File: src/rtl/mpsm_pkg.sv
// Shared types and constants for the multi-pattern string matcher.
// Used by the controller, the datapath and the top level; no dependencies.
package mpsm_pkg;

   // Sizes of the trie and of the item fields.
   localparam int NODES        = 4096;
   localparam int NODE_W       = $clog2(NODES);
   localparam int CNT_W        = $clog2(NODES + 1);
   localparam int ALPHABET     = 26;
   localparam int SYM_W        = 5;
   localparam int MAX_LEN      = 16;
   localparam int DEPTH_W      = $clog2(MAX_LEN + 1);
   localparam int MAX_PATTERNS = 1023;
   localparam int ID_W         = 10;
   localparam int TAG_W        = 20;

   // Command codes of an input beat.
   typedef enum logic [2:0] {
      CMD_INSERT  = 3'd0,
      CMD_END     = 3'd1,
      CMD_BUILD   = 3'd2,
      CMD_RESTART = 3'd3,
      CMD_SCAN    = 3'd4
   } cmd_code_type;

   // Result kinds.
   typedef enum logic [1:0] {
      KIND_DONE  = 2'd0,
      KIND_MATCH = 2'd1,
      KIND_FULL  = 2'd2
   } kind_code_type;

   typedef struct packed {
      logic [2:0]       cmd;
      logic [SYM_W-1:0] symbol;
      logic [ID_W-1:0]  pattern_id;
      logic [TAG_W-1:0] tag;
   } req_type;

   typedef struct packed {
      logic [1:0]       kind;
      logic [ID_W-1:0]  match_id;
      logic [TAG_W-1:0] match_tag;
      logic             last;
   } rsp_type;

   // One row of the goto table: the children of one node.
   typedef logic [ALPHABET-1:0][NODE_W-1:0] goto_row_type;

   // Datapath operations issued by the controller.
   typedef enum logic [4:0] {
      OP_NONE,
      OP_CLEAR,
      OP_INS_RD,
      OP_INS_STEP,
      OP_INS_NEW,
      OP_ERR_PUSH,
      OP_END,
      OP_RESTART,
      OP_B_INIT,
      OP_B_POP,
      OP_B_ROW,
      OP_B_LOAD,
      OP_B_NEXT,
      OP_B_START,
      OP_B_WALK,
      OP_B_WCHK,
      OP_B_WR,
      OP_DONE_PUSH,
      OP_S_INIT,
      OP_S_RD,
      OP_S_CHK,
      OP_M_RD,
      OP_M_CHK,
      OP_M_FIN
   } op_type;

   // Status flags returned by the datapath.
   typedef struct packed {
      logic       clr_last;
      logic [2:0] cmd;
      logic       sym_valid;
      logic       depth_full;
      logic       child_zero;
      logic       trie_full;
      logic       queue_empty;
      logic       hchild_zero;
      logic       h_root;
      logic       s_last;
      logic       walk_done;
      logic       scan_done;
      logic       node_zero;
      logic       pat_nz;
      logic       pend_valid;
      logic       can_push;
   } status_type;

endpackage

File: src/rtl/mpsm_controller.sv
// Sequencer of the matcher: walks each command through its datapath operations.
// Depends on mpsm_pkg; drives mpsm_datapath through op and reads its status.
module mpsm_controller (
   input  logic                 clock,
   input  logic                 reset,
   input  logic                 req_accept,
   input  mpsm_pkg::status_type status,
   output mpsm_pkg::op_type     op,
   output logic                 req_stall
);
   import mpsm_pkg::*;

   typedef enum logic [3:0] {
      ST_CLEAR,
      ST_IDLE,
      ST_DISPATCH,
      ST_INS_CHK,
      ST_B_POP,
      ST_B_ROW,
      ST_B_LOAD,
      ST_B_SYM,
      ST_B_WALK,
      ST_B_WCHK,
      ST_B_WR,
      ST_S_RD,
      ST_S_CHK,
      ST_M_RD,
      ST_M_CHK
   } state_type;

   state_type state_ff, state_in;

   // Next state and the operation of this cycle.
   always_comb begin
      state_in = state_ff;
      op       = OP_NONE;
      unique case (state_ff)
         ST_CLEAR: begin
            op = OP_CLEAR;
            if (status.clr_last) begin
               state_in = ST_IDLE;
            end
         end
         ST_IDLE: begin
            if (req_accept) begin
               state_in = ST_DISPATCH;
            end
         end
         ST_DISPATCH: begin
            state_in = ST_IDLE;
            unique case (status.cmd)
               CMD_INSERT: begin
                  if (status.sym_valid && !status.depth_full) begin
                     op       = OP_INS_RD;
                     state_in = ST_INS_CHK;
                  end
               end
               CMD_END: begin
                  op = OP_END;
               end
               CMD_BUILD: begin
                  op       = OP_B_INIT;
                  state_in = ST_B_POP;
               end
               CMD_RESTART: begin
                  op = OP_RESTART;
               end
               CMD_SCAN: begin
                  if (status.sym_valid) begin
                     op       = OP_S_INIT;
                     state_in = ST_S_RD;
                  end else begin
                     op = OP_RESTART;
                  end
               end
               default: begin
               end
            endcase
         end
         ST_INS_CHK: begin
            if (!status.child_zero) begin
               op       = OP_INS_STEP;
               state_in = ST_IDLE;
            end else if (!status.trie_full) begin
               op       = OP_INS_NEW;
               state_in = ST_IDLE;
            end else if (status.can_push) begin
               op       = OP_ERR_PUSH;
               state_in = ST_IDLE;
            end
         end
         ST_B_POP: begin
            if (!status.queue_empty) begin
               op       = OP_B_POP;
               state_in = ST_B_ROW;
            end else if (status.can_push) begin
               op       = OP_DONE_PUSH;
               state_in = ST_IDLE;
            end
         end
         ST_B_ROW: begin
            op       = OP_B_ROW;
            state_in = ST_B_LOAD;
         end
         ST_B_LOAD: begin
            op       = OP_B_LOAD;
            state_in = ST_B_SYM;
         end
         ST_B_SYM: begin
            if (status.hchild_zero) begin
               op       = OP_B_NEXT;
               state_in = status.s_last ? ST_B_POP : ST_B_SYM;
            end else begin
               op       = OP_B_START;
               state_in = status.h_root ? ST_B_WR : ST_B_WALK;
            end
         end
         ST_B_WALK: begin
            op       = OP_B_WALK;
            state_in = ST_B_WCHK;
         end
         ST_B_WCHK: begin
            op       = OP_B_WCHK;
            state_in = status.walk_done ? ST_B_WR : ST_B_WALK;
         end
         ST_B_WR: begin
            op       = OP_B_WR;
            state_in = status.s_last ? ST_B_POP : ST_B_SYM;
         end
         ST_S_RD: begin
            op       = OP_S_RD;
            state_in = ST_S_CHK;
         end
         ST_S_CHK: begin
            op       = OP_S_CHK;
            state_in = status.scan_done ? ST_M_RD : ST_S_RD;
         end
         ST_M_RD: begin
            if (!status.node_zero) begin
               op       = OP_M_RD;
               state_in = ST_M_CHK;
            end else if (!status.pend_valid || status.can_push) begin
               op       = OP_M_FIN;
               state_in = ST_IDLE;
            end
         end
         ST_M_CHK: begin
            if (!(status.pat_nz && status.pend_valid && !status.can_push)) begin
               op       = OP_M_CHK;
               state_in = ST_M_RD;
            end
         end
         default: begin
            state_in = ST_IDLE;
         end
      endcase
   end

   // State register.
   always_ff @(posedge clock) begin
      if (reset) begin
         state_ff <= ST_CLEAR;
      end else begin
         state_ff <= state_in;
      end
   end

   assign req_stall = (state_ff != ST_IDLE);

endmodule

File: config.mk
export PLATFORM = sky130hd
export DESIGN_NAME = mpsm_controller
export DESIGN_NICKNAME = d
export VERILOG_FILES = /design/src/rtl/mpsm_pkg.sv /design/src/rtl/mpsm_controller.sv
export SDC_FILE = /design/constraint.sdc
export NUM_CORES = 1
export LEC_CHECK = 0
export ABC_AREA = 1
export BUFFER_PORTS_ARGS = -buffer_cell sky130_fd_sc_hd__buf_2
export CORE_MARGIN = 2
export CORE_UTILIZATION = 35
export CTS_CLUSTER_DIAMETER = 80
export DETAILED_ROUTE_END_ITERATION = 16
export GPL_TIMING_DRIVEN = 0
export MAX_ROUTING_LAYER = met4
export PLACE_DENSITY = 0.69
export SKIP_LAST_GASP = 1
export SYNTH_ARGS = -nofsm -noshare
export SYNTH_HDL_FRONTEND = slang
export SYNTH_SLANG_ARGS = --single-unit
File: constraint.sdc
create_clock -name clock -period 1.7 [get_ports clock]
set_input_delay 0.255 -clock clock [delete_from_list [all_inputs] [get_ports clock]]
set_output_delay 0.255 -clock clock [all_outputs]
set_load 0.02 [all_outputs]
==> flow_summary.ini, run 1 <==
[outcome]
result_of_the_run = complete, no violations

[cells_and_area]
largest_register_ff_count = 4
diodes = 0
multiInputGateArea_um2 = 774
finish.cell_count_without_fillers = 207
largest_register = state_ff
top_regs = state_ff x4
area_growth_pct = 65.2
num-fill-cells = 195
fin_nets = 203
layout.cell_area.non_filler_mm2 = 0.00121
seqCellArea_um2 = 95.1
post_route_cells_drive_above_1_share_pct = 46.1
final_util_pct = 61.9

[place]
place_area_um2 = 898
portBuffers = 26
dp_cells = 199
final_weighted_congestion_of_routability_driven_global_placement = 0.889
dp_slack_ns = 0.0349
hpwl_mm = 1.93

[synth]
synth_top_cell_area_share_pct = 18.4
synth-edff-count = 0
synth_most_common_cell = sky130_fd_sc_hd__nand2_1
ys.flop_type = sky130_fd_sc_hd__dfxtp_1
syn_inst = 146
sequential_to_total_area_share_from_yosys_stat_pct = 10.9
syn_nets = 167
dominant_cells_by_area_after_synthesis = sky130_fd_sc_hd__nand2_1 18%, sky130_fd_sc_hd__nor2_1 12%, sky130_fd_sc_hd__dfxtp_1 11%, sky130_fd_sc_hd__a21oi_1 8.9%, sky130_fd_sc_hd__nand3_1 8.9%
post-synth-top-area-cell = sky130_fd_sc_hd__nand2_1
synth_common_cells = 36 x sky130_fd_sc_hd__nand2_1, 23 x sky130_fd_sc_hd__nor2_1, 17 x sky130_fd_sc_hd__inv_1
synth_seq_cells = 4
synth_async_sr_flop_share_pct = 0
synthesis.yosys.warnings = 0
synthDistinctLibCells = 20
syn_area_per_cell_um2 = 5.03
syn-cell-area_um2 = 734

[cts]
clock_tree_from_tritoncts = done
cts_num_sinks = 4
cts_buffer_depth = 2
level_count_of_the_clock_h_tree = 1
post_cts_hold_buffer_count = 0
numCtsBuffers = 3
worst_setup_hold_path_clk_slew_ns = 0.04
clk_root_buffer_cell = sky130_fd_sc_hd__clkbuf_4
insertion_delay_ns = 0.23

[critical_path]
crit_buf_inv = 2
setup.worst_path.end_class = output pin
reg2regPathDepth = 9
regToRegSetupSlack_ns = 0.32
critical_path.slowest_cell = sky130_fd_sc_hd__dfxtp_4
cp_max_fo = 6
timing_worst_setup_path_type = flop to output pin
timing.critical_path.from_type = flop
cp_num_cells = 8
crit_start = state_ff[1]$_SDFFE_PP0P_
cpPeakStageDelay_ns = 0.43
worst_reg2reg_path_endpoint = state_ff[1]$_SDFFE_PP0P_
critPathRequiredTime_ns = 1.44
cp.arrival_ns = 1.43
worstPathCellList = inv_6 > nand2_4 > nor2_4 > o21ai_2 > o21ai_1 > a21oi_1 > nand4_1 > buf_4
path_delay_family = flip-flops
worst_setup_path_endpoint = op[0]
r2r-start = state_ff[2]$_SDFFE_PP0P_

[routing]
route.detailed.vias_per_inst = 5.42
postRouteAntennaNets = 0
detail_route.wl_per_cell_um = 13.0
post-route-drc-count = 0
first_pass_iters = 4
route.final.wire_length_mm = 2.69
route.vias.total = 1122
drt-initial-drc-count = 70

[timing]
worst_slew_pin_slew_ns = 0.240
rsz0062_at_grt = true
timing.clock.skew_ns = 0.000883
max_freq_ghz = 0.593
fin_crit_ns = 1.69
slew_viol_final = 0
maxSlewHeadroom_pct = 84.0
final-setup-viol-count = 0
fin_crit_sh_pct = 99.2
post-route-worst-setup-slack_ns = 0.0139
final-hold-violation-count = 0

[global_route]
grt_antenna_before_repair = 0
grt_pass1_vias = 1017
global_route_overflow = 0
largest_net_degree_at_the_start_of_global_routing = 8
grt_first_pass_wirelength_mm = 4.17
global_route.usage.total_pct = 21.8

[floorplan]
chipHeight_um = 49.8
floorplan.core_area_mm2 = 0.00196
fp-row-count = 16
die_w_um = 49.8
floorplan.die_area_mm2 = 0.00248
initial_utilization_pct = 37.4
boundaryPins = 27

[min_path]
timing.hold.worst.class = primary input to flop

[pwr]
power.density_cell_area_mw_per_mm2 = 422
total_power_w = 0.000512
vdd_ir_drop_max_mv = 0.581
power_leakage_nw = 0.565

[flow_run]
max_cap_violations = 0
-- repair_timing --
| item | 4_1_cts | 5_1_grt |
|---|---|---|
| setup endpoints to repair | 5 | 5 |
| cloned | 0 | 0 |
| buffers inserted | 1 | 4 |
| gates resized for setup | 31 | 46 |
| pin swaps | 2 | 5 |
-- report_power, final --
part / leakage [nW] / switching [W] / internal, W
combinational: 0.515 / 0.000174 / 0.000102
clock: 0.0138 / 0.0000358 / 0.0000788
sequential: 0.0355 / 0.0000215 / 0.000100
-- per-layer routing --
layer  share of wire [%]  track usage (%)  vias up
li1                    -                -      560
met1                  39             28.3      501
met2                  52             35.1       53
met3                 7.1             2.73        8
met4                 2.0             6.94        0
met5                   0                -        -
-- cell type report --
class	count	share of cell area, %
Multi-Input combinational cell	121	63.8
Tap cell	27	2.78
Sequential cell	4	7.84
Clock buffer	3	1.86
Inverter	21	8.14
Timing Repair Buffer	31	15.6
-- logic make-up after synthesis --
| family | Yosys count | synth area share (%) |
|---|---|---|
| and+or+nand+nor | 89 | 53.2 |
| AOI/OAI and AO/OA | 32 | 25.2 |
| buffers and inverters | 21 | 10.7 |
| DFF | 4 | 10.9 |
-- per-stage QoR --
stage / setup TNS, ns / hold slack (ns)
global route: -0.169 / 0.213
global placement: 0 / 0.453
floorplan: 0 / 0.324
detailed placement: 0 / 0.464
finish: 0 / 0.212
CTS: -0.0183 / 0.205
-- worst min-delay path by stage --
stage          startpoint  cells after the start                  endpoint
2_1_floorplan       reset                      1  state_ff[1]$_SDFFE_PP0P_
3_3_place_gp        reset                      2  state_ff[3]$_SDFFE_PP0P_
3_5_place_dp        reset                      2  state_ff[3]$_SDFFE_PP0P_
4_1_cts             reset                      2  state_ff[2]$_SDFFE_PP0P_
5_1_grt             reset                      2  state_ff[2]$_SDFFE_PP0P_
6_report            reset                      2  state_ff[3]$_SDFFE_PP0P_
-- cells in the final DEF, fill, tap and decap left out, types with 2 or more instances in the layout --
cell and instances:
sky130_fd_sc_hd__nand2_2 7, sky130_fd_sc_hd__o21ai_1 5, sky130_fd_sc_hd__nand3_1 13, sky130_fd_sc_hd__nand2_8 3, sky130_fd_sc_hd__a21oi_1 12, sky130_fd_sc_hd__inv_6 3, sky130_fd_sc_hd__nor3_2 2, sky130_fd_sc_hd__inv_1 13
sky130_fd_sc_hd__clkbuf_4 3, sky130_fd_sc_hd__dfxtp_4 4, sky130_fd_sc_hd__nand2_1 26, sky130_fd_sc_hd__inv_4 2, sky130_fd_sc_hd__nor2_4 8, sky130_fd_sc_hd__nand2_4 4, sky130_fd_sc_hd__nand4_1 3, sky130_fd_sc_hd__o21ai_0 4
sky130_fd_sc_hd__nand3b_1 2, sky130_fd_sc_hd__inv_2 3, sky130_fd_sc_hd__buf_2 22, sky130_fd_sc_hd__o21ai_2 5, sky130_fd_sc_hd__nor2_1 17, sky130_fd_sc_hd__buf_4 6, sky130_fd_sc_hd__buf_6 3
No activity file was read; power rests on OpenSTA's default activity.
==> inputs of run 2 (changes only) <==
Settings changed: CORE_MARGIN 2 to default.
==> run 2 against run 1 <==
Against the previous run: die area down 7.9%; final cell count up 0.48%; clock skew about the same; count of clock-buffer cells in the layout unchanged; maximum frequency up 0.98%; final area fell by 7.3%; first-iteration DRC count down 64%; core utilization decreased by 4.5 points; non-clock buffer count increased by 1; worst setup slack improved by 0.016 ns; clock power about the same; flip-flop and latch count did not move; largest cell class unchanged.
==> flow_summary.ini, run 2 (synthesis results as in run 1) <==
[cells_and_area]
largest_register_ff_count = 4
finish.cell_count_without_fillers = 208
area_growth_pct = 53.2
top_regs = state_ff x4
post_route_cells_drive_above_1_share_pct = 42.0
diodes = 0
largest_register = state_ff
final_util_pct = 57.3
fin_nets = 204
layout.cells.most_common_list = 31 x sky130_fd_sc_hd__nand2_1, 22 x sky130_fd_sc_hd__buf_2, 17 x sky130_fd_sc_hd__nor2_1
most_common_cell_after_layout_fill_and_taps_aside = sky130_fd_sc_hd__nand2_1

[timing]
fin_crit_ns = 1.67
rsz0062_at_grt = true
hold-worst-slack_ns = 0.216
final-setup-viol-count = 0
worst_slew_pin_slew_ns = 0.242
maxSlewHeadroom_pct = 83.8
timing.clock.skew_ns = 0.000560
final-hold-violation-count = 0
slew_viol_final = 0
max_freq_ghz = 0.599
fin_crit_sh_pct = 98.2

[cts]
level_count_of_the_clock_h_tree = 1
insertion_delay_ns = 0.23
clk_root_buffer_cell = sky130_fd_sc_hd__clkbuf_4
clock_tree_from_tritoncts = done
cts_buffer_depth = 2
cts_num_sinks = 4
numCtsBuffers = 3
post_cts_hold_buffer_count = 0
worst_setup_hold_path_clk_slew_ns = 0.03

[critical_path]
timing.critical_path.from_type = flop
setup.worst_path.end_class = output pin
cp_max_fo = 6
cpPeakStageDelay_ns = 0.40
crit_start = state_ff[1]$_SDFFE_PP0P_
cp.arrival_ns = 1.41
critical_path.slowest_cell = sky130_fd_sc_hd__dfxtp_4
regToRegSetupSlack_ns = 0.32
r2r-start = state_ff[0]$_SDFFE_PP0P_
worstPathCellList = inv_4 > nand2_4 > nand2_1 > nand2_2 > o21ai_1 > nor3_1 > o21ai_1 > buf_4
critical_path.most_common_cell = sky130_fd_sc_hd__o21ai_1
reg2regPathDepth = 9
timing_worst_setup_path_type = flop to output pin
critPathRequiredTime_ns = 1.44

[min_path]
hp-start = reset
min_delay_path_depth = 2
timing.hold.worst.class = primary input to flop

[global_route]
largest_net_degree_at_the_start_of_global_routing = 8
global_route_overflow = 0
grt_pass1_vias = 881
global_route.usage.total_pct = 23.6
grt_antenna_before_repair = 0
grt_first_pass_wirelength_mm = 3.65

[routing]
drt-initial-drc-count = 25
detail_route.wl_per_cell_um = 11.9
route.vias.total = 1084
post-route-drc-count = 0
route.detailed.vias_per_inst = 5.21
route.final.wire_length_mm = 2.48
first_pass_iters = 4
postRouteAntennaNets = 0

[floorplan]
die_w_um = 47.8
initial_utilization_pct = 37.4
floorplan.core_area_mm2 = 0.00196
fp-row-count = 16
boundaryPins = 27
floorplan.die_area_mm2 = 0.00229
chipHeight_um = 47.8

[pwr]
power.density_cell_area_mw_per_mm2 = 422
power_leakage_nw = 0.540
vdd_ir_drop_max_mv = 0.380

[place]
portBuffers = 26
dp_cells = 199
hpwl_mm = 1.86
final_weighted_congestion_of_routability_driven_global_placement = 0.937

[flow_run]
max_cap_violations = 0

[outcome]
result_of_the_run = complete, no violations
run 2: cell types whose count changed in the layout (fill, tap and decap cells not counted), moves of 2 or more:
cell                      before  now
sky130_fd_sc_hd__nor2_2        1    3
sky130_fd_sc_hd__inv_2         3    5
sky130_fd_sc_hd__buf_4         6    9
sky130_fd_sc_hd__inv_6         3    0
sky130_fd_sc_hd__nand2_8       3    1
sky130_fd_sc_hd__nor2_4        8    6
sky130_fd_sc_hd__nand2_1      26   31
sky130_fd_sc_hd__buf_6         3    1
sky130_fd_sc_hd__inv_4         2    4
sky130_fd_sc_hd__nand2_2       7    4
run 2: what timing repair did:
item,CTS,global route
buffers inserted,3,3
hold endpoints to repair,0,0
endpoints found under the setup margin,5,5
pin swaps,2,5
gates resized for setup,30,26
run 2: path summary, 6_finish.rpt:
kind                              end
max                             op[1]
min          state_ff[2]$_SDFFE_PP0P_
max reg2reg  state_ff[0]$_SDFFE_PP0P_
min reg2reg  state_ff[2]$_SDFFE_PP0P_
run 2: routing by layer:
| layer | vias up | track usage, % | wire (um) |
|---|---|---|---|
| met5 | - | - | 0 |
| met4 | 0 | 10.0 | 39 |
| met3 | 6 | 3.40 | 152 |
| met2 | 44 | 37.8 | 1260 |
| met1 | 475 | 29.4 | 1030 |
| li1 | 559 | - | - |
run 2: per-stage QoR:
step	TNS (ns)	instance area (um2)	power, W	setup slack [ns]
floorplan	0	734	0.000236	0.237
detailed placement	0	898	0.000308	0.0314
global route	-0.182	1120	0.000521	-0.0652
finish	0	1120	0.000474	0.0302
global placement	0	898	0.000303	0.0671
CTS	0	1020	0.000448	0.00145
run 2: worst max-delay path: cells and delay by family (launching register included):
kind	cells	cell delay, ns
DFF	1	0.40
and+or+nand+nor	4	0.39
buffers and inverters	2	0.22
AOI/OAI and AO/OA	2	0.16
run 2: cell type report:
| class | count | area [um2] |
|---|---|---|
| multi-input cells | 121 | 696 |
| repair buffers | 32 | 189 |
| fillers | 208 | 837 |
| well taps | 27 | 33.8 |
| flip-flops and latches | 4 | 95.1 |
| clock buffers | 3 | 22.5 |
| inverters | 21 | 88.8 |
run 2: power by group:
part           total (W)  internal [W]  switching (W)
sequential      0.000118      0.000100      0.0000174
clock           0.000113     0.0000786      0.0000343
combinational   0.000244     0.0000903       0.000154
total           0.000474      0.000269       0.000205
==> inputs of run 3 (changes only) <==
Clock period 1.7 ns to 1.6 ns, I/O delays scaled along.
==> run 3 against run 2 <==
Against the previous run: the run now ends with setup timing left; core utilization rose by 9.3 points; final area rose by 16%; critical path depth did not move; register-to-register slack got worse by 0.17 ns; clock skew barely moved; flip-flop and latch count did not move; critical path type unchanged; largest cell class unchanged.
==> flow_summary.ini, run 3 (synthesis results as in run 1) <==
[timing]
post-route-worst-setup-slack_ns = -0.0890
max_freq_ghz = 0.592
timing.clock.skew_ns = 0.000503
final-setup-viol-count = 5
rsz0062_at_grt = true
fin_crit_ns = 1.69
fin_crit_sh_pct = 106
slew_viol_final = 0
worst_slew_pin_slew_ns = 0.258
final-hold-violation-count = 0
maxSlewHeadroom_pct = 82.7

[cells_and_area]
layout.cells.most_common_list = 27 x sky130_fd_sc_hd__nand2_1, 21 x sky130_fd_sc_hd__buf_2, 17 x sky130_fd_sc_hd__nor2_1
fin_nets = 213
seqCellArea_um2 = 95.1
post_route_cells_drive_above_1_share_pct = 51.6
most_common_cell_after_layout_fill_and_taps_aside = sky130_fd_sc_hd__nand2_1
final_util_pct = 66.6
area_growth_pct = 78.0
diodes = 0
num-fill-cells = 175
multiInputGateArea_um2 = 774
top_regs = state_ff x4
largest_register_ff_count = 4
largest_register = state_ff

[routing]
detail_route.wl_per_cell_um = 13.9
route.detailed.vias_per_inst = 5.49
route.vias.total = 1192
route.final.wire_length_mm = 3.02
post-route-drc-count = 0
drt-initial-drc-count = 37
postRouteAntennaNets = 0
first_pass_iters = 4

[flow_run]
max_cap_violations = 0

[global_route]
grt_antenna_before_repair = 0
largest_net_degree_at_the_start_of_global_routing = 8
global_route_overflow = 0
grt_first_pass_wirelength_mm = 3.86
grt_pass1_vias = 913
global_route.usage.total_pct = 24.9

[floorplan]
die_w_um = 47.8
initial_utilization_pct = 37.4
chipHeight_um = 47.8
fp-row-count = 16
floorplan.die_area_mm2 = 0.00229
boundaryPins = 27
floorplan.core_area_mm2 = 0.00196

[critical_path]
reg2regPathDepth = 11
cp.arrival_ns = 1.45
cp_max_fo = 5
critPathRequiredTime_ns = 1.36
setup.worst_path.end_class = output pin
timing.critical_path.from_type = flop
timing_worst_setup_path_type = flop to output pin

[cts]
cts_buffer_depth = 2
numCtsBuffers = 3
clock_tree_from_tritoncts = done
cts_num_sinks = 4
clk_root_buffer_cell = sky130_fd_sc_hd__clkbuf_4
level_count_of_the_clock_h_tree = 1
post_cts_hold_buffer_count = 0
insertion_delay_ns = 0.23
worst_setup_hold_path_clk_slew_ns = 0.03

[place]
portBuffers = 26
dp_slack_ns = -0.0398
final_weighted_congestion_of_routability_driven_global_placement = 0.937
hpwl_mm = 1.86

[pwr]
power_leakage_nw = 0.647
vdd_ir_drop_max_mv = 0.462
power.density_cell_area_mw_per_mm2 = 442

[outcome]
violations = setup timing
result_of_the_run = finished, violations left

[min_path]
timing.hold.worst.class = primary input to flop
min_delay_path_depth = 2
## run 3: cell count changes in the layout (fill, tap and decap cells not counted), sizes merged
cell	change
buf	+9
## run 3: critical path, stage by stage (launching register included)
cell	delay (ns)
sky130_fd_sc_hd__dfxtp_4	0.43
sky130_fd_sc_hd__inv_6	0.07
sky130_fd_sc_hd__nand2_4	0.09
sky130_fd_sc_hd__nor2_4	0.05
sky130_fd_sc_hd__o21ai_2	0.07
sky130_fd_sc_hd__o21ai_1	0.10
sky130_fd_sc_hd__a21oi_1	0.12
sky130_fd_sc_hd__nand4_1	0.14
sky130_fd_sc_hd__buf_6	0.16
## run 3: what timing repair did
item,4_1_cts,5_1_grt
pin swaps,7,19
gates resized for setup,51,32
setup buffers,9,7
endpoints found under the setup margin,5,6
## run 3: layout make-up
cell class	count	share of cell area, %
multi-input combinational	121	59.2
timing repair buffer	41	21.6
inverter	21	7.56
sequential	4	7.27
tap	27	2.58
clock buffer	3	1.72
## run 3: per-stage QoR
stage | instance area (um2) | hold slack, ns | std cells | setup TNS (ns) | total power, W
2_1_floorplan | 734 | 0.309 | 146 | 0 | 0.000251
3_3_place_gp | 898 | 0.438 | 199 | -0.0179 | 0.000322
3_5_place_dp | 898 | 0.450 | 199 | -0.0398 | 0.000327
4_1_cts | 1130 | 0.188 | 211 | -0.122 | 0.000498
5_1_grt | 1310 | 0.195 | 217 | -0.655 | 0.000622
6_report | 1310 | 0.201 | 217 | -0.302 | 0.000578
## run 3: metal layers
metal / vias to the layer above / part of all wire, % / GRT usage, %
met5: - / 0 / -
met4: 0 / 2.6 / 7.78
met3: 8 / 6.6 / 3.02
met2: 61 / 52 / 41.9
met1: 545 / 39 / 30.8
li1: 578 / - / -
## run 3: worst paths after layout
kind,start,to,slack [ns]
setup / recovery,state_ff[1]$_SDFFE_PP0P_,op[0],-0.09
hold / removal,reset,state_ff[2]$_SDFFE_PP0P_,0.20
setup reg to reg,state_ff[0]$_SDFFE_PP0P_,state_ff[0]$_SDFFE_PP0P_,0.15
hold reg to reg,state_ff[2]$_SDFFE_PP0P_,state_ff[2]$_SDFFE_PP0P_,0.63
## run 3: where the power goes
group,internal [W],switching [W]
Combinational,0.000131,0.000197
Clock,0.0000836,0.0000365
Sequential,0.000107,0.0000232
Total,0.000321,0.000257
